File: src/sv/pfcc_pkg.sv
// Shared constants, types and the CRC-8 function of the pressure frame converter.
package pfcc_pkg;

   // Field widths of the transactions.
   localparam int BYTE_W     = 8;
   localparam int WORD_W     = 16;
   localparam int SCALE_W    = 16;
   localparam int PRESSURE_W = 24;
   localparam int TEMP_W     = 15;
   localparam int STATUS_W   = 2;
   localparam int POS_W      = 4;

   // Frame layout and CRC-8 definition.
   localparam logic [POS_W-1:0]  FRAME_LAST = 4'd8;
   localparam logic [BYTE_W-1:0] CRC_POLY   = 8'h31;
   localparam logic [BYTE_W-1:0] CRC_INIT   = 8'hFF;

   // Byte positions inside the frame.
   localparam logic [POS_W-1:0] POS_P_HI  = 4'd0;
   localparam logic [POS_W-1:0] POS_P_LO  = 4'd1;
   localparam logic [POS_W-1:0] POS_P_CRC = 4'd2;
   localparam logic [POS_W-1:0] POS_T_HI  = 4'd3;
   localparam logic [POS_W-1:0] POS_T_LO  = 4'd4;
   localparam logic [POS_W-1:0] POS_T_CRC = 4'd5;

   // Result status codes.
   localparam logic [STATUS_W-1:0] STATUS_OK        = 2'd0;
   localparam logic [STATUS_W-1:0] STATUS_BUS_ERROR = 2'd1;
   localparam logic [STATUS_W-1:0] STATUS_PCRC_BAD  = 2'd2;

   // Pressure scaling and divider sizing.
   localparam logic [SCALE_W-1:0] SCALE_RESET = 16'd120;
   localparam int                 FRAC_W      = 8;
   localparam int                 DIV_STEPS   = PRESSURE_W;
   localparam int                 DIV_CNT_W   = $clog2(DIV_STEPS);

   // Temperature conversion: -4500 + floor(17500 * raw / 65535).
   localparam int                 PROD_W       = 31;
   localparam logic [14:0]        TEMP_SPAN    = 15'd17500;
   localparam logic [WORD_W:0]    TEMP_DIVISOR = 17'd65535;
   localparam logic [TEMP_W-1:0]  TEMP_OFFSET  = 15'd4500;
   localparam logic [TEMP_W-1:0]  TEMP_ERROR   = 15'd2500;

   // One accepted byte as seen by the frame tracker.
   typedef struct packed {
      logic              accept;
      logic [BYTE_W-1:0] rx_byte;
      logic              frame_start;
      logic              bus_error;
   } byte_in_type;

   // Frame completion event from the frame tracker.
   typedef struct packed {
      logic                fire;
      logic [STATUS_W-1:0] status;
      logic [WORD_W-1:0]   pressure_raw;
      logic [WORD_W-1:0]   temp_word;
      logic                temp_crc_bad;
   } frame_evt_type;

   // Divider request and result.
   typedef struct packed {
      logic                  start;
      logic [PRESSURE_W-1:0] dividend;
      logic [SCALE_W-1:0]    divisor;
   } div_req_type;

   typedef struct packed {
      logic                  done;
      logic [PRESSURE_W-1:0] quotient;
   } div_rsp_type;

   // CRC-8 over one byte, MSB first, no final xor.
   function automatic logic [BYTE_W-1:0] crc8_byte(input logic [BYTE_W-1:0] crc,
                                                   input logic [BYTE_W-1:0] data);
      logic [BYTE_W-1:0] c;
      c = crc ^ data;
      for (int k = 0; k < BYTE_W; k++) begin
         c = c[BYTE_W-1] ? ({c[BYTE_W-2:0], 1'b0} ^ CRC_POLY) : {c[BYTE_W-2:0], 1'b0};
      end
      return c;
   endfunction

endpackage

File: src/sv/pfcc_if.sv
// Handshake interfaces for the byte, result and scale register channels.
interface pfcc_req_if import pfcc_pkg::*; ();
   logic              valid;
   logic              ready;
   logic [BYTE_W-1:0] rx_byte;
   logic              frame_start;
   logic              bus_error;

   modport source (output valid, rx_byte, frame_start, bus_error, input ready);
   modport sink   (input valid, rx_byte, frame_start, bus_error, output ready);
endinterface

interface pfcc_rsp_if import pfcc_pkg::*; ();
   logic                         valid;
   logic                         ready;
   logic signed [PRESSURE_W-1:0] pressure_q8;
   logic signed [TEMP_W-1:0]     temp_centi;
   logic [STATUS_W-1:0]          status;
   logic                         temp_crc_bad;

   modport source (output valid, pressure_q8, temp_centi, status, temp_crc_bad, input ready);
   modport sink   (input valid, pressure_q8, temp_centi, status, temp_crc_bad, output ready);
endinterface

interface pfcc_csr_if import pfcc_pkg::*; ();
   logic               valid;
   logic               ready;
   logic [SCALE_W-1:0] pressure_scale;

   modport source (output valid, pressure_scale, input ready);
   modport sink   (input valid, pressure_scale, output ready);
endinterface

File: src/sv/pressure_frame_crc_convert.sv
// Top level of the pressure frame CRC check and unit conversion block.
//
// The block takes a 9-byte sensor read frame, one byte per transaction on the
// req_ channel. Bytes 0 and 1 carry a signed pressure word with its CRC-8
// (polynomial 0x31, start 0xFF) in byte 2; bytes 3 and 4 carry a temperature
// word with its CRC-8 in byte 5; bytes 6 to 8 are ignored. A set frame_start
// restarts the count and drops a partial frame; after the ninth byte the count
// wraps by itself. Bytes 0 to 7 produce nothing unless they carry a bus error.
// The result transaction of a good frame appears on rsp_ once its ninth byte is
// taken and the divide is over: the accepting edge starts the serial divider,
// which forms raw * 256 / pressure_scale one quotient bit per cycle, and the
// result register loads when the divider's done flag is seen. A bus error or
// a pressure CRC mismatch gives its result in the cycle after the byte. The block
// takes no new byte from the moment a result is due until that result
// transaction has been taken. The temperature, -4500 + floor(17500 * raw /
// 65535) in hundredths of a degree C, is worked out from a registered product
// while the divider runs. A pressure_scale of 0 acts as 1. The scale register
// is written on csr_ at any time and is always ready, but it should only change
// while the block is idle.
module pressure_frame_crc_convert import pfcc_pkg::*; (
   input logic        clock,
   input logic        reset,
   pfcc_req_if.sink   req_ch,
   pfcc_rsp_if.source rsp_ch,
   pfcc_csr_if.sink   csr_ch
);

   typedef enum logic [1:0] {
      S_IDLE,
      S_DIVIDE,
      S_SEND
   } state_type;

   state_type                    state_ff, state_in;
   logic [SCALE_W-1:0]           scale_ff;
   logic                         neg_ff, neg_in;
   logic                         tbad_ff, tbad_in;
   logic [PROD_W-1:0]            prod_ff, prod_in;
   logic signed [PRESSURE_W-1:0] pres_ff, pres_in;
   logic signed [TEMP_W-1:0]     temp_ff, temp_in;
   logic [STATUS_W-1:0]          status_ff, status_in;

   byte_in_type                  byte_in;
   frame_evt_type                evt;
   div_req_type                  div_req;
   div_rsp_type                  div_rsp;
   logic [WORD_W-1:0]            pmag;
   logic [TEMP_W-1:0]            tq0;
   logic [WORD_W:0]              tsum;
   logic [TEMP_W-1:0]            tquo;

   // Scale register; the write channel never stalls.
   assign csr_ch.ready = 1'b1;

   always_ff @(posedge clock) begin
      if (reset) begin
         scale_ff <= SCALE_RESET;
      end else if (csr_ch.valid && csr_ch.ready) begin
         scale_ff <= csr_ch.pressure_scale;
      end
   end

   // Bytes are taken only while no result is pending.
   assign req_ch.ready = (state_ff == S_IDLE);

   always_comb begin
      byte_in.accept      = req_ch.valid && req_ch.ready;
      byte_in.rx_byte     = req_ch.rx_byte;
      byte_in.frame_start = req_ch.frame_start;
      byte_in.bus_error   = req_ch.bus_error;
   end

   pfcc_frame u_frame (
      .clock   (clock),
      .reset   (reset),
      .byte_in (byte_in),
      .evt     (evt)
   );

   // The divider works on the pressure magnitude; the sign is put back at the end,
   // which gives truncation toward zero.
   always_comb begin
      pmag             = evt.pressure_raw[WORD_W-1] ? (~evt.pressure_raw + 1'b1)
                                                    : evt.pressure_raw;
      div_req.start    = evt.fire && (evt.status == STATUS_OK);
      div_req.dividend = {pmag, {FRAC_W{1'b0}}};
      div_req.divisor  = (scale_ff == '0) ? SCALE_W'(1) : scale_ff;
   end

   pfcc_div u_div (
      .clock (clock),
      .reset (reset),
      .req   (div_req),
      .rsp   (div_rsp)
   );

   // Division by 65535: with x = q0 * 65536 + lo the remainder against 65535 is
   // lo + q0, which stays below twice the divisor, so one compare corrects q0.
   always_comb begin
      tq0  = prod_ff[PROD_W-1:WORD_W];
      tsum = {1'b0, prod_ff[WORD_W-1:0]} + {2'b00, tq0};
      tquo = tq0 + TEMP_W'(tsum >= TEMP_DIVISOR);
   end

   always_comb begin
      state_in  = state_ff;
      neg_in    = neg_ff;
      tbad_in   = tbad_ff;
      prod_in   = prod_ff;
      pres_in   = pres_ff;
      temp_in   = temp_ff;
      status_in = status_ff;
      case (state_ff)
         S_IDLE: begin
            if (evt.fire) begin
               if (evt.status == STATUS_OK) begin
                  neg_in   = evt.pressure_raw[WORD_W-1];
                  tbad_in  = evt.temp_crc_bad;
                  prod_in  = PROD_W'(TEMP_SPAN) * PROD_W'(evt.temp_word);
                  state_in = S_DIVIDE;
               end else begin
                  pres_in   = '0;
                  temp_in   = $signed(TEMP_ERROR);
                  status_in = evt.status;
                  tbad_in   = 1'b0;
                  state_in  = S_SEND;
               end
            end
         end
         S_DIVIDE: begin
            if (div_rsp.done) begin
               pres_in   = neg_ff ? $signed(-div_rsp.quotient) : $signed(div_rsp.quotient);
               temp_in   = $signed(tquo - TEMP_OFFSET);
               status_in = STATUS_OK;
               state_in  = S_SEND;
            end
         end
         S_SEND: begin
            if (rsp_ch.ready) begin
               state_in = S_IDLE;
            end
         end
         default: state_in = S_IDLE;
      endcase
   end

   always_ff @(posedge clock) begin
      if (reset) begin
         state_ff <= S_IDLE;
      end else begin
         state_ff <= state_in;
      end
      neg_ff    <= neg_in;
      tbad_ff   <= tbad_in;
      prod_ff   <= prod_in;
      pres_ff   <= pres_in;
      temp_ff   <= temp_in;
      status_ff <= status_in;
   end

   assign rsp_ch.valid        = (state_ff == S_SEND);
   assign rsp_ch.pressure_q8  = pres_ff;
   assign rsp_ch.temp_centi   = temp_ff;
   assign rsp_ch.status       = status_ff;
   assign rsp_ch.temp_crc_bad = tbad_ff;

   // A pending result always blocks the byte channel.
   assert property (@(posedge clock) disable iff (reset)
      !(req_ch.ready && rsp_ch.valid))
      else $error("byte channel ready while a result is pending");

   // A bus error transaction yields its error result in the next cycle.
   assert property (@(posedge clock) disable iff (reset)
      (req_ch.valid && req_ch.ready && req_ch.bus_error) |=>
      (rsp_ch.valid && rsp_ch.status == STATUS_BUS_ERROR))
      else $error("bus error did not produce an error result");

   // Error results carry the fixed fallback values.
   assert property (@(posedge clock) disable iff (reset)
      (rsp_ch.valid && rsp_ch.status != STATUS_OK) |->
      (rsp_ch.pressure_q8 == '0 && rsp_ch.temp_centi == $signed(TEMP_ERROR)
       && !rsp_ch.temp_crc_bad))
      else $error("error result without fallback values");

   // The divider finishes only while the sequencer waits for it.
   assert property (@(posedge clock) disable iff (reset)
      div_rsp.done |-> (state_ff == S_DIVIDE))
      else $error("divider finished outside the divide state");

endmodule

File: src/sv/pfcc_frame.sv
// Frame tracker: byte position, running CRC-8 and captured pressure and temperature words.
module pfcc_frame import pfcc_pkg::*; (
   input  logic          clock,
   input  logic          reset,
   input  byte_in_type   byte_in,
   output frame_evt_type evt
);

   logic [POS_W-1:0]  pos_ff, pos_in;
   logic [BYTE_W-1:0] crc_ff, crc_in;
   logic [WORD_W-1:0] praw_ff, praw_in;
   logic [WORD_W-1:0] traw_ff, traw_in;
   logic              pok_ff, pok_in;
   logic              tok_ff, tok_in;
   logic [POS_W-1:0]  pos;
   logic [BYTE_W-1:0] crc_next;

   always_comb begin
      pos      = byte_in.frame_start ? POS_P_HI : pos_ff;
      crc_next = crc8_byte(crc_ff, byte_in.rx_byte);
      pos_in   = pos_ff;
      crc_in   = crc_ff;
      praw_in  = praw_ff;
      traw_in  = traw_ff;
      pok_in   = pok_ff;
      tok_in   = tok_ff;
      if (byte_in.accept) begin
         if (byte_in.bus_error) begin
            pos_in = POS_P_HI;
            crc_in = CRC_INIT;
         end else begin
            case (pos)
               POS_P_HI: begin
                  crc_in  = crc8_byte(CRC_INIT, byte_in.rx_byte);
                  praw_in = {byte_in.rx_byte, praw_ff[BYTE_W-1:0]};
               end
               POS_P_LO: begin
                  crc_in  = crc_next;
                  praw_in = {praw_ff[WORD_W-1:BYTE_W], byte_in.rx_byte};
               end
               POS_P_CRC: pok_in = (crc_ff == byte_in.rx_byte);
               POS_T_HI: begin
                  crc_in  = crc8_byte(CRC_INIT, byte_in.rx_byte);
                  traw_in = {byte_in.rx_byte, traw_ff[BYTE_W-1:0]};
               end
               POS_T_LO: begin
                  crc_in  = crc_next;
                  traw_in = {traw_ff[WORD_W-1:BYTE_W], byte_in.rx_byte};
               end
               POS_T_CRC: tok_in = (crc_ff == byte_in.rx_byte);
               default: ;
            endcase
            if (pos < FRAME_LAST) begin
               pos_in = pos + 1'b1;
            end else begin
               pos_in = POS_P_HI;
               crc_in = CRC_INIT;
            end
         end
      end
   end

   always_ff @(posedge clock) begin
      if (reset) begin
         pos_ff  <= POS_P_HI;
         crc_ff  <= CRC_INIT;
         praw_ff <= '0;
         traw_ff <= '0;
         pok_ff  <= 1'b0;
         tok_ff  <= 1'b0;
      end else begin
         pos_ff  <= pos_in;
         crc_ff  <= crc_in;
         praw_ff <= praw_in;
         traw_ff <= traw_in;
         pok_ff  <= pok_in;
         tok_ff  <= tok_in;
      end
   end

   // The ninth byte reads the flags and words captured earlier in the frame.
   always_comb begin
      evt.fire         = byte_in.accept && (byte_in.bus_error || pos == FRAME_LAST);
      evt.status       = byte_in.bus_error ? STATUS_BUS_ERROR :
                         (pok_ff ? STATUS_OK : STATUS_PCRC_BAD);
      evt.pressure_raw = praw_ff;
      evt.temp_word    = traw_ff;
      evt.temp_crc_bad = !tok_ff;
   end

endmodule

File: src/sv/pfcc_div.sv
// Restoring serial divider that yields one quotient bit per cycle.
module pfcc_div import pfcc_pkg::*; (
   input  logic        clock,
   input  logic        reset,
   input  div_req_type req,
   output div_rsp_type rsp
);

   logic [SCALE_W-1:0]    rem_ff, rem_in;
   logic [PRESSURE_W-1:0] quo_ff, quo_in;
   logic [SCALE_W-1:0]    dsr_ff, dsr_in;
   logic [DIV_CNT_W-1:0]  cnt_ff, cnt_in;
   logic                  busy_ff, busy_in;
   logic                  done_ff, done_in;
   logic [SCALE_W:0]      shifted;
   logic [SCALE_W:0]      diff;
   logic                  fits;

   always_comb begin
      shifted = {rem_ff, quo_ff[PRESSURE_W-1]};
      fits    = (shifted >= {1'b0, dsr_ff});
      diff    = shifted - {1'b0, dsr_ff};
      rem_in  = rem_ff;
      quo_in  = quo_ff;
      dsr_in  = dsr_ff;
      cnt_in  = cnt_ff;
      busy_in = busy_ff;
      done_in = 1'b0;
      if (req.start) begin
         rem_in  = '0;
         quo_in  = req.dividend;
         dsr_in  = req.divisor;
         cnt_in  = DIV_CNT_W'(DIV_STEPS - 1);
         busy_in = 1'b1;
      end else if (busy_ff) begin
         rem_in = fits ? diff[SCALE_W-1:0] : shifted[SCALE_W-1:0];
         quo_in = {quo_ff[PRESSURE_W-2:0], fits};
         cnt_in = cnt_ff - 1'b1;
         if (cnt_ff == '0) begin
            busy_in = 1'b0;
            done_in = 1'b1;
         end
      end
   end

   always_ff @(posedge clock) begin
      if (reset) begin
         busy_ff <= 1'b0;
         done_ff <= 1'b0;
         cnt_ff  <= '0;
      end else begin
         busy_ff <= busy_in;
         done_ff <= done_in;
         cnt_ff  <= cnt_in;
      end
      rem_ff <= rem_in;
      quo_ff <= quo_in;
      dsr_ff <= dsr_in;
   end

   assign rsp.done     = done_ff;
   assign rsp.quotient = quo_ff;

endmodule
File: src/flat_wrapper.sv
// flat-port wrapper written by rule: the top's interface ports become plain ports
module pressure_frame_crc_convert_flat import pfcc_pkg::*;
  (clock, reset, req_ch_valid, req_ch_rx_byte, req_ch_frame_start, req_ch_bus_error, req_ch_ready, rsp_ch_valid, rsp_ch_pressure_q8, rsp_ch_temp_centi, rsp_ch_status, rsp_ch_temp_crc_bad, rsp_ch_ready, csr_ch_valid, csr_ch_pressure_scale, csr_ch_ready);
  pfcc_req_if req_ch_i ();
  pfcc_rsp_if rsp_ch_i ();
  pfcc_csr_if csr_ch_i ();
  input logic clock;
  input logic reset;
  input wire logic [$bits(req_ch_i.valid)-1:0] req_ch_valid;
  input wire logic [$bits(req_ch_i.rx_byte)-1:0] req_ch_rx_byte;
  input wire logic [$bits(req_ch_i.frame_start)-1:0] req_ch_frame_start;
  input wire logic [$bits(req_ch_i.bus_error)-1:0] req_ch_bus_error;
  output wire logic [$bits(req_ch_i.ready)-1:0] req_ch_ready;
  output wire logic [$bits(rsp_ch_i.valid)-1:0] rsp_ch_valid;
  output wire logic [$bits(rsp_ch_i.pressure_q8)-1:0] rsp_ch_pressure_q8;
  output wire logic [$bits(rsp_ch_i.temp_centi)-1:0] rsp_ch_temp_centi;
  output wire logic [$bits(rsp_ch_i.status)-1:0] rsp_ch_status;
  output wire logic [$bits(rsp_ch_i.temp_crc_bad)-1:0] rsp_ch_temp_crc_bad;
  input wire logic [$bits(rsp_ch_i.ready)-1:0] rsp_ch_ready;
  input wire logic [$bits(csr_ch_i.valid)-1:0] csr_ch_valid;
  input wire logic [$bits(csr_ch_i.pressure_scale)-1:0] csr_ch_pressure_scale;
  output wire logic [$bits(csr_ch_i.ready)-1:0] csr_ch_ready;
  assign req_ch_i.valid = req_ch_valid;
  assign req_ch_i.rx_byte = req_ch_rx_byte;
  assign req_ch_i.frame_start = req_ch_frame_start;
  assign req_ch_i.bus_error = req_ch_bus_error;
  assign req_ch_ready = req_ch_i.ready;
  assign rsp_ch_valid = rsp_ch_i.valid;
  assign rsp_ch_pressure_q8 = rsp_ch_i.pressure_q8;
  assign rsp_ch_temp_centi = rsp_ch_i.temp_centi;
  assign rsp_ch_status = rsp_ch_i.status;
  assign rsp_ch_temp_crc_bad = rsp_ch_i.temp_crc_bad;
  assign rsp_ch_i.ready = rsp_ch_ready;
  assign csr_ch_i.valid = csr_ch_valid;
  assign csr_ch_i.pressure_scale = csr_ch_pressure_scale;
  assign csr_ch_ready = csr_ch_i.ready;
  pressure_frame_crc_convert u_core (.clock(clock), .reset(reset), .req_ch(req_ch_i), .rsp_ch(rsp_ch_i), .csr_ch(csr_ch_i));
endmodule
File: config.mk
export PLATFORM = sky130hd
export DESIGN_NAME = pressure_frame_crc_convert_flat
export DESIGN_NICKNAME = d
export VERILOG_FILES = /design/src/sv/pfcc_pkg.sv /design/src/sv/pfcc_if.sv /design/src/sv/pressure_frame_crc_convert.sv /design/src/sv/pfcc_frame.sv /design/src/sv/pfcc_div.sv /design/src/flat_wrapper.sv
export SDC_FILE = /design/constraint.sdc
export NUM_CORES = 1
export LEC_CHECK = 0
export ABC_AREA = 0
export BUFFER_PORTS_ARGS = -buffer_cell sky130_fd_sc_hd__buf_2
export CORE_MARGIN = 1
export CORE_UTILIZATION = 56
export DETAILED_ROUTE_END_ITERATION = 10
export PLACE_DENSITY_LB_ADDON = 0.05
export SLEW_MARGIN = 30
export SYNTH_ARGS = -nofsm -noshare
export SYNTH_HDL_FRONTEND = slang
export SYNTH_SLANG_ARGS = --single-unit
File: constraint.sdc
create_clock -name clock -period 5.01 [get_ports clock]
set_input_delay 0.7515 -clock clock [delete_from_list [all_inputs] [get_ports clock]]
set_output_delay 0.7515 -clock clock [all_outputs]
set_load 0.02 [all_outputs]
Word level (Yosys, flattened, before mapping)
Cells that the tools add are included.

storage, ports and cells
  register bits after elaboration = 199
  bits of input ports = 31
  output and inout port bits = 45
  logic and storage cells = 156

cells by class
  add/sub/neg operators = 8
  multiply operators = 1
  $lt $le $gt $ge = 3
  equality and inequality tests = 14
  multiplexer cells = 54
  bitwise logic cells = 25
  reductions and logical operators = 27

operators by type and width
  cell                    count
  $mux 24                 6
  $mux 6                  16
  $pmux 16 s2             2
  $not 3->3               16
  $pmux 24 s2             1
  $mux 15                 3
  $mux 16                 2
  $pmux 15 s2             1
  $mul 13x16->29 const A  1
  $neg 24->24             1
  $reduce_and 4->1        5
  $mux 2                  9
  $add 16x15->17          1
  $ge 17x16->1            1
  $ge 17x16->1 const B    1
  $add 16x1->16 const B   1
  $logic_not 16->1        1
  $mux 8                  2
  $not 16->16             1
  $pmux 8 s2              1
  $sub 16x16->16          1
  $add 15x1->15           1
  $sub 15x13->15 const B  1
  $mux 4                  3
  other kinds (31)        54

Depth between registers and ports, before layout
Gate-level depths: netlist of the first run.

  depth in word-level cells = 20
  gate-level depth with buffers = 22

Cells and area by module
A second synthesis of the first run with hierarchy kept.

second synthesis, totals
  cells, all modules = 1412
  area total of the unflattened synthesis = 14067.2 sq um

by module, submodules not included
  module                      times used  cells each  area each (sq um)  seq. area each (sq um)
  pressure_frame_crc_convert  1           832         8161.6             2522.4
  pfcc_div                    1           306         3409.5             1661.6
  pfcc_frame                  1           274         2496.1             920.9

Worst setup path after synthesis of the first run
No wires, ideal clock.

  path type = register to register
  start = reg u_core.u_frame.traw_ff[11]
  end = reg u_core.prod_ff[28] (data pin)
  data arrival time = 4.520 ns
  required time = 4.750 ns
  path slack = 0.230 ns
  stages on the path, launching flop included = 20
  path through = dfxtp_1 ha_1 inv_1 fa_1 inv_1 ha_1 fa_1 inv_1 fa_1 inv_1 ha_1 a21o_1 a21o_1 a2111oi_0 o21ai_0 nand4_1 a31oi_1 a21o_1 a21boi_0 xnor2_1

between the ends
  longest elaborated chain between the ends = 1

ends and longest elaborated chain
  item                      line                               text
  start: declaration        pfcc_frame.sv:12                   logic [WORD_W-1:0] traw_ff, traw_in;
  start signal: assignment  pfcc_frame.sv:75                   traw_ff <= traw_in;
  $mul 13x16->29            pressure_frame_crc_convert.sv:119  prod_in = PROD_W'(TEMP_SPAN) * PROD_W'(evt.temp_word);
  end signal: assignment    pressure_frame_crc_convert.sv:155  prod_ff <= prod_in;
  end: declaration          pressure_frame_crc_convert.sv:38   logic [PROD_W-1:0] prod_ff, prod_in;

Every way passes these cells.
A chain may end at the register's enable or synchronous reset.

Worst setup path after layout of the first run
  start = reg u_core.u_frame.traw_ff[11]
  end = reg u_core.prod_ff[26] (data pin)

Same word-level chain as after synthesis.

==> impl_metrics.py, run 1 <==
metrics = {
    "synth": {
        "synth_top_area_share_pct": 23.4,
        "synth_area_leaders": "edfxtp_1 (23%), dfxtp_1 (14%), ha_1 (13%), fa_1 (7.0%), xnor2_1 (5.1%)",
        "synth-edff-count": 104,
        "yosys_most_used_dff": "edfxtp_1",
        "ys_top_cells_by_count": "inv_1 (146), ha_1 (137), nor2_1 (132)",
        "ys_ff_latch": 199,
        "synth-seq-area-share_pct": 37.6,
        "synth_area_mm2": 0.0134,
        "yosysUniqueCellTypes": 62,
        "syn-num-nets": 1601,
        "syn_area_per_cell_um2": 9.65,
        "synth_top_cell_by_area": "edfxtp_1",
        "synthArstFlopShare_pct": 0,
        "yosysWarnings": 0,
        "syn_inst": 1386,
        "synth.most_common_cell": "inv_1",
    },
    "placement": {
        "place_ws_ps": 80.7,
        "gp_congestion": 0.899,
        "portBuffers": 74,
        "place_inst": 1735,
        "dp_hpwl_um": 20500,
    },
    "min_path": {
        "hold_path_class": "flop to flop",
    },
    "critical_path": {
        "r2r_setup_slack_ps": 150,
        "path_delay_family": "adder cells",
        "worstSetupStartpointType": "flop",
        "crit_arrival_ps": 5040,
        "path_max_fanout": 4,
        "critPathKind": "flop to flop",
        "cp_cell_sequence": "ha_1 > inv_1 > fa_1 > inv_1 > ha_1 > fa_1 > inv_1 > fa_1 > inv_1 > ha_1 > a21o_1 > a21o_1 > a2111oi_1 > o21ai_1 > nand4_1 > a31oi_2 > a21o_1 > a21oi_2 > xnor2_1",
        "critPathCaptureType": "flop",
        "path_common_cell": "inv_1",
        "crit_buf_inv": 4,
        "max_stage_delay_ps": 520,
        "required_ps": 5190,
        "critical-path-slowest-cell": "fa_1",
    },
    "finish": {
        "area_growth_syn_to_layout_pct": 10.1,
        "drive_above_1_share_pct": 10.4,
        "instances_no_fill": 1767,
        "fillers": 2011,
        "final_util_pct": 62.7,
        "antenna_cells": 0,
        "finalNetCount": 1650,
    },
    "route": {
        "wl_um": 26300,
        "drc_errors": 0,
        "post_drt_wl_per_cell_um": 14.9,
        "postRouteAntennaNets": 0,
        "first_iter_violations": 482,
        "viasPerCell": 5.34,
        "num_vias": 9438,
        "drt-pass1-iter-count": 5,
    },
    "power": {
        "power_density_mw_per_mm2": 245,
        "p_leak_uw": 0.00674,
        "internal_power_uw": 2630,
        "ir_worst_vdd_mv": 0.208,
        "p_clk_share_pct": 38.1,
        "power.share.combinational_pct": 12.0,
        "power.switching_uw": 976,
        "p_sw_share_pct": 27.1,
        "pwr-share-seq_pct": 49.9,
    },
    "grt": {
        "grt.total_usage_pct": 22.4,
        "grt_overflow": 0,
        "grt_pass1_wl_um": 43200,
        "antenna_found_initial": 0,
        "grt_pass1_vias": 8634,
        "grt_max_degree": 72,
    },
    "cts": {
        "cts_sinks": 199,
        "post-cts-setup-buffer-count": 0,
        "ctsHoldBuffers": 0,
        "cts_tree": "built",
        "cts_root_buf": "clkbuf_16",
        "numCtsBuffers": 17,
        "cts_buffer_depth": 2,
        "htree_num_levels": 4,
        "insertion_delay_ps": 440,
        "clk_pin_slew_ps": 80,
    },
    "floorplan": {
        "num_rows": 56,
        "pin_count": 76,
        "die_w_um": 157,
        "start_util_pct": 57.0,
        "dieArea_mm2": 0.0245,
        "coreArea_mm2": 0.0235,
        "die_h_um": 157,
    },
    "sta": {
        "rsz0062_at_grt": "true",
        "tns_ps": 0,
        "setup_ws_ps": 151,
        "hold_viol": 0,
        "tightest_slew_ps": 743,
        "fin_worst_skew_ps": 11.9,
        "hold-worst-slack_ps": 460,
        "finalMaxSlewViolations": 0,
        "post-route-period-util_pct": 97.0,
        "setup_violations": 0,
        "slew_headroom_pct": 50.5,
        "fmax_mhz": 206,
        "period_needed_ps": 4860,
    },
    "job": {
        "drv_cap": 0,
    },
    "status": {
        "outcome": "finished clean",
    },
}
[cell usage in the layout, fill, tap and decap left out, types with 47 or more instances in the layout]
master	netlist	layout
inv_1	146	145
ha_1	137	136
nor2_1	132	132
edfxtp_1	104	104
dfxtp_1	95	92
a21oi_1	86	84
nand2_1	80	80
xnor2_1	78	78
buf_2	1	74
o21ai_0	61	58
xor2_1	51	51
mux2i_1	47	47
fa_1	47	47
[flip-flops by register name (all words and copies together), names as in the netlist, 2 cells and up]
name,cells
u_core.u_div.rem_ff,16
u_core.u_frame.crc_ff,8
u_core.u_div.dsr_ff,16
u_core.u_frame.praw_ff,16
u_core.u_frame.pos_ff,4
u_core.rsp_ch.pressure_q8,24
u_core.u_frame.traw_ff,16
u_core.state_ff,2
u_core.scale_ff,16
u_core.prod_ff,29
u_core.rsp_ch.temp_centi,15
u_core.rsp_ch.status,2
u_core.u_div.quo_ff,24
u_core.u_div.cnt_ff,5
[metrics by stage]
step	instance area (µm²)	total power, µW
2_1_floorplan	13400	2180
3_3_place_gp	14100	2260
3_5_place_dp	14100	2270
4_1_cts	14700	3640
5_1_grt	14700	3760
6_report	14700	3610
[cell type report]
type	instances	area [µm²]	share of cell area, %
clock inverters	14	175	1.19
flip-flops and latches	199	5030	34.2
well taps	319	399	2.71
repair buffers	95	528	3.59
multi-input cells	976	7610	51.7
clock buffers	18	429	2.92
inverters	146	548	3.72
[tightest hold or removal path: stages, from the launching register on]
cell     delay, ps
dfxtp_1        310
nand2_1         50
a21oi_1         50
[worst paths after layout]
check,depth (start not counted),startpoint,to
hold / removal,2,u_core.u_frame.tok_ff,u_core.u_frame.tok_ff
hold reg to reg,2,u_core.u_frame.tok_ff,u_core.u_frame.tok_ff
setup reg to reg,19,u_core.u_frame.traw_ff[11],u_core.prod_ff[26]
setup / recovery,19,u_core.u_frame.traw_ff[11],u_core.prod_ff[26]
[layer usage]
| metal | share of wire, % | GRT usage, % | up-vias | wire (µm) |
|---|---|---|---|---|
| li1 | - | - | 4847 | - |
| met1 | 51 | 33.0 | 4411 | 13600 |
| met2 | 44 | 34.1 | 158 | 11500 |
| met3 | 3.7 | 3.54 | 22 | 981 |
| met4 | 1.2 | 6.02 | 0 | 319 |
| met5 | 0 | 0 | - | 0 |
[timing repair]
action / 4_1_cts / 5_1_grt
setup endpoints to repair: 0 / 7
gates resized for setup: 0 / 12
endpoints found under the hold margin: 0 / 0
[cell families after synthesis]
| family | count (synthesis) | share of synthesized area, % |
|---|---|---|
| and+or+nand+nor | 358 | 12.4 |
| AOI/OAI and AO/OA | 256 | 12.1 |
| buffers and inverters | 211 | 5.96 |
| DFF | 199 | 37.6 |
| adders and majority gates | 184 | 19.9 |
| xor gates and xnor gates | 129 | 8.45 |
| muxes | 48 | 3.60 |
| other | 1 | 0.0280 |
[power groups by stage]
stage                     logic, µW  registers, µW  clock network [µW]
after global routing            486           1810                1460
after CTS                       433           1800                1410
after floorplan                 334           1840                   0
final                           433           1800                1370
after global placement          424           1830                   0
after detailed placement        430           1840                   0
No activity file was read; power rests on OpenSTA's default activity.
==> run 2: changes to the inputs <==
--- a/config.mk
+++ b/config.mk
@@ -11,6 +11,7 @@
 export CORE_UTILIZATION = 56
 export DETAILED_ROUTE_END_ITERATION = 10
 export PLACE_DENSITY_LB_ADDON = 0.05
+export RECOVER_POWER = 100
 export SLEW_MARGIN = 30
 export SYNTH_ARGS = -nofsm -noshare
 export SYNTH_HDL_FRONTEND = slang
==> run 2 against run 1 <==
The flow now finishes with violations (max-capacitance violations, max-slew violations). Setup slack got worse by 1.8 ps. Fmax barely moved. Register-to-register slack barely moved. Clock power barely moved. Die area did not move. Total power fell by 0.24%. Largest cell class unchanged. Clock skew rose by 2.2 ps. Critical path depth did not move. Sequential power barely moved. Non-clock buffer count did not move. Combinational power fell by 2%. Utilization fell by 0.47 points.
==> impl_metrics.py, run 2 (synthesis gave the netlist of run 1 again) <==
metrics = {
    "status": {
        "outcome": "finished, violations left",
        "failed_checks": "max-capacitance violations, max-slew violations",
    },
    "sta": {
        "hold_viol": 0,
        "setup_ws_ps": 149,
        "post-route-period-util_pct": 97.0,
        "finalMaxSlewViolations": 124,
        "setup_violations": 0,
        "fmax_mhz": 206,
        "slew_headroom_pct": -109,
        "hold-worst-slack_ps": 460,
        "period_needed_ps": 4860,
        "tns_ps": 0,
        "tightest_slew_ps": 3130,
        "rsz0062_at_grt": "true",
        "fin_worst_skew_ps": 14.1,
    },
    "critical_path": {
        "path_max_fanout": 4,
        "critPathKind": "flop to flop",
        "path_delay_family": "adder cells",
        "required_ps": 5190,
        "r2r_start": "u_core.u_frame.traw_ff[11]",
        "crit_arrival_ps": 5040,
        "path_common_cell": "inv_1",
        "max_stage_delay_ps": 520,
        "critical-path-slowest-cell": "fa_1",
        "critPathLaunch": "u_core.u_frame.traw_ff[11]",
        "worstSetupStartpointType": "flop",
        "critPathCaptureType": "flop",
        "cp_cell_sequence": "ha_1 > inv_1 > fa_1 > inv_1 > ha_1 > fa_1 > inv_1 > fa_1 > inv_1 > ha_1 > a21o_1 > a21o_1 > a2111oi_1 > o21ai_1 > nand4_1 > a31oi_2 > a21o_1 > a21oi_2 > xnor2_1",
        "crit_buf_inv": 4,
    },
    "cts": {
        "post-cts-setup-buffer-count": 0,
        "insertion_delay_ps": 450,
        "ctsHoldBuffers": 0,
        "cts_root_buf": "clkbuf_16",
        "htree_num_levels": 4,
        "numCtsBuffers": 17,
        "cts_buffer_depth": 2,
        "cts_resized": 0,
        "clk_pin_slew_ps": 80,
        "cts_sinks": 199,
        "cts_tree": "built",
    },
    "floorplan": {
        "coreArea_mm2": 0.0235,
        "start_util_pct": 57.0,
        "pin_count": 76,
        "dieArea_mm2": 0.0245,
        "die_w_um": 157,
        "die_h_um": 157,
        "num_rows": 56,
    },
    "finish": {
        "regMostFlops": "u_core.prod_ff",
        "largest_reg_flops": 29,
        "drive_above_1_share_pct": 6.63,
        "finalNetCount": 1650,
        "area_growth_syn_to_layout_pct": 9.25,
        "final_cell_mix": "inv_1 (146), ha_1 (136), nor2_1 (132)",
        "layout_commonest_cell": "inv_1",
        "antenna_cells": 0,
        "fin_area_mm2": 0.0146,
    },
    "grt": {
        "grt.total_usage_pct": 22.4,
        "antenna_found_initial": 0,
        "grt_max_degree": 72,
        "grt_pass1_wl_um": 43200,
        "grt_overflow": 0,
        "grt_pass1_vias": 8634,
    },
    "route": {
        "wl_um": 26400,
        "postRouteAntennaNets": 0,
        "drt-pass1-iter-count": 5,
        "viasPerCell": 5.34,
        "post_drt_wl_per_cell_um": 14.9,
        "num_vias": 9436,
        "first_iter_violations": 551,
        "drc_errors": 0,
    },
    "power": {
        "p_leak_uw": 0.00659,
        "power_density_mw_per_mm2": 246,
        "p_sw_share_pct": 27.1,
        "power_uw": 3600,
        "power.share.combinational_pct": 11.7,
        "power.switching_uw": 974,
        "ir_worst_vdd_mv": 0.209,
        "internal_power_uw": 2620,
        "p_clk_share_pct": 38.2,
        "pwr-share-seq_pct": 50.0,
    },
    "placement": {
        "dp_hpwl_um": 20500,
        "gp_congestion": 0.899,
        "place_ws_ps": 80.7,
        "placed_area_mm2": 0.0141,
        "portBuffers": 74,
    },
    "min_path": {
        "hold_path_class": "flop to flop",
        "hp-start": "u_core.u_frame.tok_ff",
    },
    "job": {
        "drv_cap": 3,
    },
}
[run 2: worst paths after layout]
path         slack, ps  depth (start not counted)               endpoint
max                150                         19     u_core.prod_ff[26]
min                460                          2  u_core.u_frame.tok_ff
max reg2reg        150                         19     u_core.prod_ff[26]
min reg2reg        460                          2  u_core.u_frame.tok_ff
[run 2: per-layer routing]
layer | global-route usage [%] | vias to the layer above | wire, µm
met1 | 33.0 | 4408 | 13700
met2 | 34.1 | 153 | 11500
met4 | 6.02 | 0 | 323
met3 | 3.54 | 23 | 937
met5 | 0 | - | 0
li1 | - | 4852 | -
[run 2: layout make-up]
class | instances | area, µm²
clock inverter | 14 | 175
inverter | 146 | 548
fill | 2060 | 8870
tap | 319 | 399
sequential | 199 | 5030
clock buffer | 18 | 429
timing repair buffer | 95 | 449
multi-input combinational | 976 | 7580
[run 2: stage by stage]
stage                     cells  util (%)
after floorplan            1386         -
after global placement     1735      60.0
after detailed placement   1735      60.0
after CTS                  1767      62.5
after global routing       1767      62.2
final                      1767      62.2
[run 2: power by group through the flow]
stage / clock [µW] / combinational (µW) / sequential (µW)
2_1_floorplan: 0 / 334 / 1840
3_3_place_gp: 0 / 424 / 1830
3_5_place_dp: 0 / 430 / 1840
4_1_cts: 1410 / 433 / 1800
5_1_grt: 1460 / 476 / 1810
6_report: 1380 / 423 / 1800
[run 2: worst reg2reg max path, cell delays in order, from the launching register on]
cell       delay (ps)
dfxtp_1           340
ha_1              290
inv_1              50
fa_1              490
inv_1              40
ha_1              300
fa_1              480
inv_1              50
fa_1              520
inv_1              40
ha_1              300
a21o_1            180
a21o_1            200
a2111oi_1         400
o21ai_1           150
nand4_1           150
a31oi_2           130
a21o_1            250
a21oi_2           160
xnor2_1            90
==> run 3: changes to the inputs <==
--- a/config.mk
+++ b/config.mk
@@ -8,7 +8,7 @@
 export ABC_AREA = 0
 export BUFFER_PORTS_ARGS = -buffer_cell sky130_fd_sc_hd__buf_2
 export CORE_MARGIN = 1
-export CORE_UTILIZATION = 56
+export CORE_UTILIZATION = 25
 export DETAILED_ROUTE_END_ITERATION = 10
 export PLACE_DENSITY_LB_ADDON = 0.05
 export RECOVER_POWER = 100
==> run 3 against run 2 <==
Sequential power about the same. Clock power hardly changed. Sequential share of layout area is 1.4 points lower. Flip-flop and latch count unchanged. Design area grew 4.3%. Fmax is 2.2% higher. Total power grew 1.5%. Non-clock buffer count is 22 higher. Critical path depth is the same. Clock skew increased by 5.1 ps. Via count is 0.82% higher. Critical path type unchanged. Highest routed layer unchanged. The flow still finishes with violations (max-capacitance violations, max-slew violations). Critical endpoint is now u_core.prod_ff[28].
==> impl_metrics.py, run 3 (synthesis gave the netlist of run 1 again) <==
metrics = {
    "cts": {
        "ctsHoldBuffers": 0,
        "cts_tree": "built",
        "clk_pin_slew_ps": 90,
        "insertion_delay_ps": 500,
        "cts_buffer_depth": 2,
        "numCtsBuffers": 17,
        "cts_root_buf": "clkbuf_16",
        "htree_num_levels": 4,
        "cts_sinks": 199,
    },
    "finish": {
        "final_util_pct": 28.9,
        "area_growth_syn_to_layout_pct": 14.0,
        "drive_above_1_share_pct": 7.82,
        "layout_commonest_cell": "inv_1",
        "final_cell_mix": "inv_1 (146), ha_1 (136), nor2_1 (132)",
        "antenna_cells": 0,
        "finalNetCount": 1672,
        "fin_area_mm2": 0.0152,
        "regMostFlops": "u_core.prod_ff",
        "fillers": 5592,
        "largest_reg_flops": 29,
    },
    "power": {
        "p_sw_share_pct": 27.5,
        "internal_power_uw": 2650,
        "power.share.combinational_pct": 12.3,
        "ir_worst_vdd_mv": 0.231,
        "pwr-share-seq_pct": 49.4,
        "power.switching_uw": 1000,
        "p_leak_uw": 0.00668,
        "power_density_mw_per_mm2": 240,
        "p_clk_share_pct": 38.2,
    },
    "floorplan": {
        "num_rows": 84,
        "coreArea_mm2": 0.0527,
        "dieArea_mm2": 0.0544,
        "die_w_um": 233,
        "pin_count": 76,
        "die_h_um": 233,
        "start_util_pct": 25.4,
    },
    "critical_path": {
        "r2r_setup_slack_ps": 260,
        "path_max_fanout": 4,
        "cp_cell_sequence": "ha_1 > inv_1 > fa_1 > inv_1 > ha_1 > fa_1 > inv_1 > fa_1 > inv_1 > ha_1 > a21o_1 > a21o_1 > a2111oi_4 > o21ai_1 > nand4_1 > a31oi_1 > a21o_1 > a21boi_2 > xnor2_1",
        "critical-path-slowest-cell": "fa_1",
        "max_stage_delay_ps": 520,
        "crit_buf_inv": 4,
        "required_ps": 5250,
        "critPathKind": "flop to flop",
        "crit_arrival_ps": 4990,
        "worstSetupStartpointType": "flop",
        "critPathCaptureType": "flop",
        "path_delay_family": "adder cells",
        "path_common_cell": "inv_1",
    },
    "route": {
        "postRouteAntennaNets": 0,
        "drt-pass1-iter-count": 4,
        "drc_errors": 0,
        "wl_um": 34200,
        "post_drt_wl_per_cell_um": 15.9,
        "first_iter_violations": 338,
        "viasPerCell": 4.41,
        "num_vias": 9513,
    },
    "sta": {
        "tns_ps": 0,
        "setup_violations": 0,
        "hold_viol": 0,
        "fmax_mhz": 210,
        "period_needed_ps": 4750,
        "slew_headroom_pct": -70.9,
        "fin_worst_skew_ps": 19.2,
        "finalMaxSlewViolations": 116,
        "post-route-period-util_pct": 94.9,
        "tightest_slew_ps": 2560,
        "rsz0062_at_grt": "true",
        "setup_ws_ps": 256,
    },
    "placement": {
        "place_ws_ps": 12.2,
        "dp_hpwl_um": 26600,
        "gp_congestion": 0.768,
        "placed_area_mm2": 0.0147,
        "portBuffers": 74,
    },
    "grt": {
        "grt_pass1_wl_um": 54300,
        "grt_pass1_vias": 9430,
        "grt.total_usage_pct": 13.2,
        "grt_max_degree": 65,
        "grt_overflow": 0,
        "antenna_found_initial": 0,
    },
    "min_path": {
        "hold_path_class": "flop to flop",
    },
    "job": {
        "drv_cap": 4,
    },
    "status": {
        "outcome": "finished, violations left",
        "failed_checks": "max-capacitance violations, max-slew violations",
    },
}
==> run 3: changes by cell type in the layout (fill, tap and decap cells not counted), sizes merged <==
cell and delta:
buf +18, clkbuf +6, clkinvlp +3, inv -4, bufinv +1, clkinv -2
==> run 3: stage by stage <==
stage,power (µW),instances,hold slack [ps]
after floorplan,2180,1386,437
after global routing,3850,2158,432
final,3650,2158,468
after global placement,2290,2123,447
after detailed placement,2300,2125,457
after CTS,3740,2157,419
==> run 3: cell type report <==
| type | instances | area, µm² | area share [%] |
|---|---|---|---|
| multi-input cells | 976 | 7620 | 50.0 |
| inverters | 146 | 548 | 3.60 |
| clock buffers | 20 | 437 | 2.87 |
| clock inverters | 12 | 121 | 0.796 |
| repair buffers | 117 | 616 | 4.04 |
| well taps | 688 | 861 | 5.65 |
| flip-flops and latches | 199 | 5030 | 33.0 |
==> run 3: repair_timing <==
item / in CTS / in global routing
endpoints found under the hold margin: 0 / 0
resized for setup: 0 / 18
endpoints found under the setup margin: 0 / 10
setup buffers: 0 / 1
==> run 3: worst paths after layout <==
kind / end / cells after the start / startpoint
worst max-delay path: u_core.prod_ff[28] / 19 / u_core.u_frame.traw_ff[11]
worst min-delay path: u_core.u_div.dsr_ff[9] / 0 / u_core.scale_ff[9]
worst max register to register: u_core.prod_ff[28] / 19 / u_core.u_frame.traw_ff[11]
worst min register to register: u_core.u_div.dsr_ff[9] / 0 / u_core.scale_ff[9]
==> run 3: power groups by stage <==
| stage | Clock, µW | Combinational (µW) | Sequential (µW) |
|---|---|---|---|
| detailed placement | 0 | 457 | 1840 |
| floorplan | 0 | 334 | 1840 |
| CTS | 1480 | 460 | 1800 |
| global placement | 0 | 451 | 1840 |
| finish | 1400 | 450 | 1810 |
| global route | 1540 | 504 | 1810 |
==> run 3: routing by layer <==
metal / share of wire [%] / vias up / track usage, %
met5: 0 / - / 0
met4: 1.1 / 0 / 3.41
met3: 3.6 / 18 / 3.06
met2: 41 / 96 / 18.9
met1: 54 / 4497 / 19.6
li1: - / 4902 / -
==> run 3: worst reg2reg max path: stages, from the launching register on <==
cell	delay [ps]
dfxtp_1	340
ha_1	280
inv_1	50
fa_1	490
inv_1	40
ha_1	300
fa_1	480
inv_1	50
fa_1	520
inv_1	40
ha_1	300
a21o_1	180
a21o_1	220
a2111oi_4	350
o21ai_1	130
nand4_1	130
a31oi_1	110
a21o_1	250
a21boi_2	160
xnor2_1	70
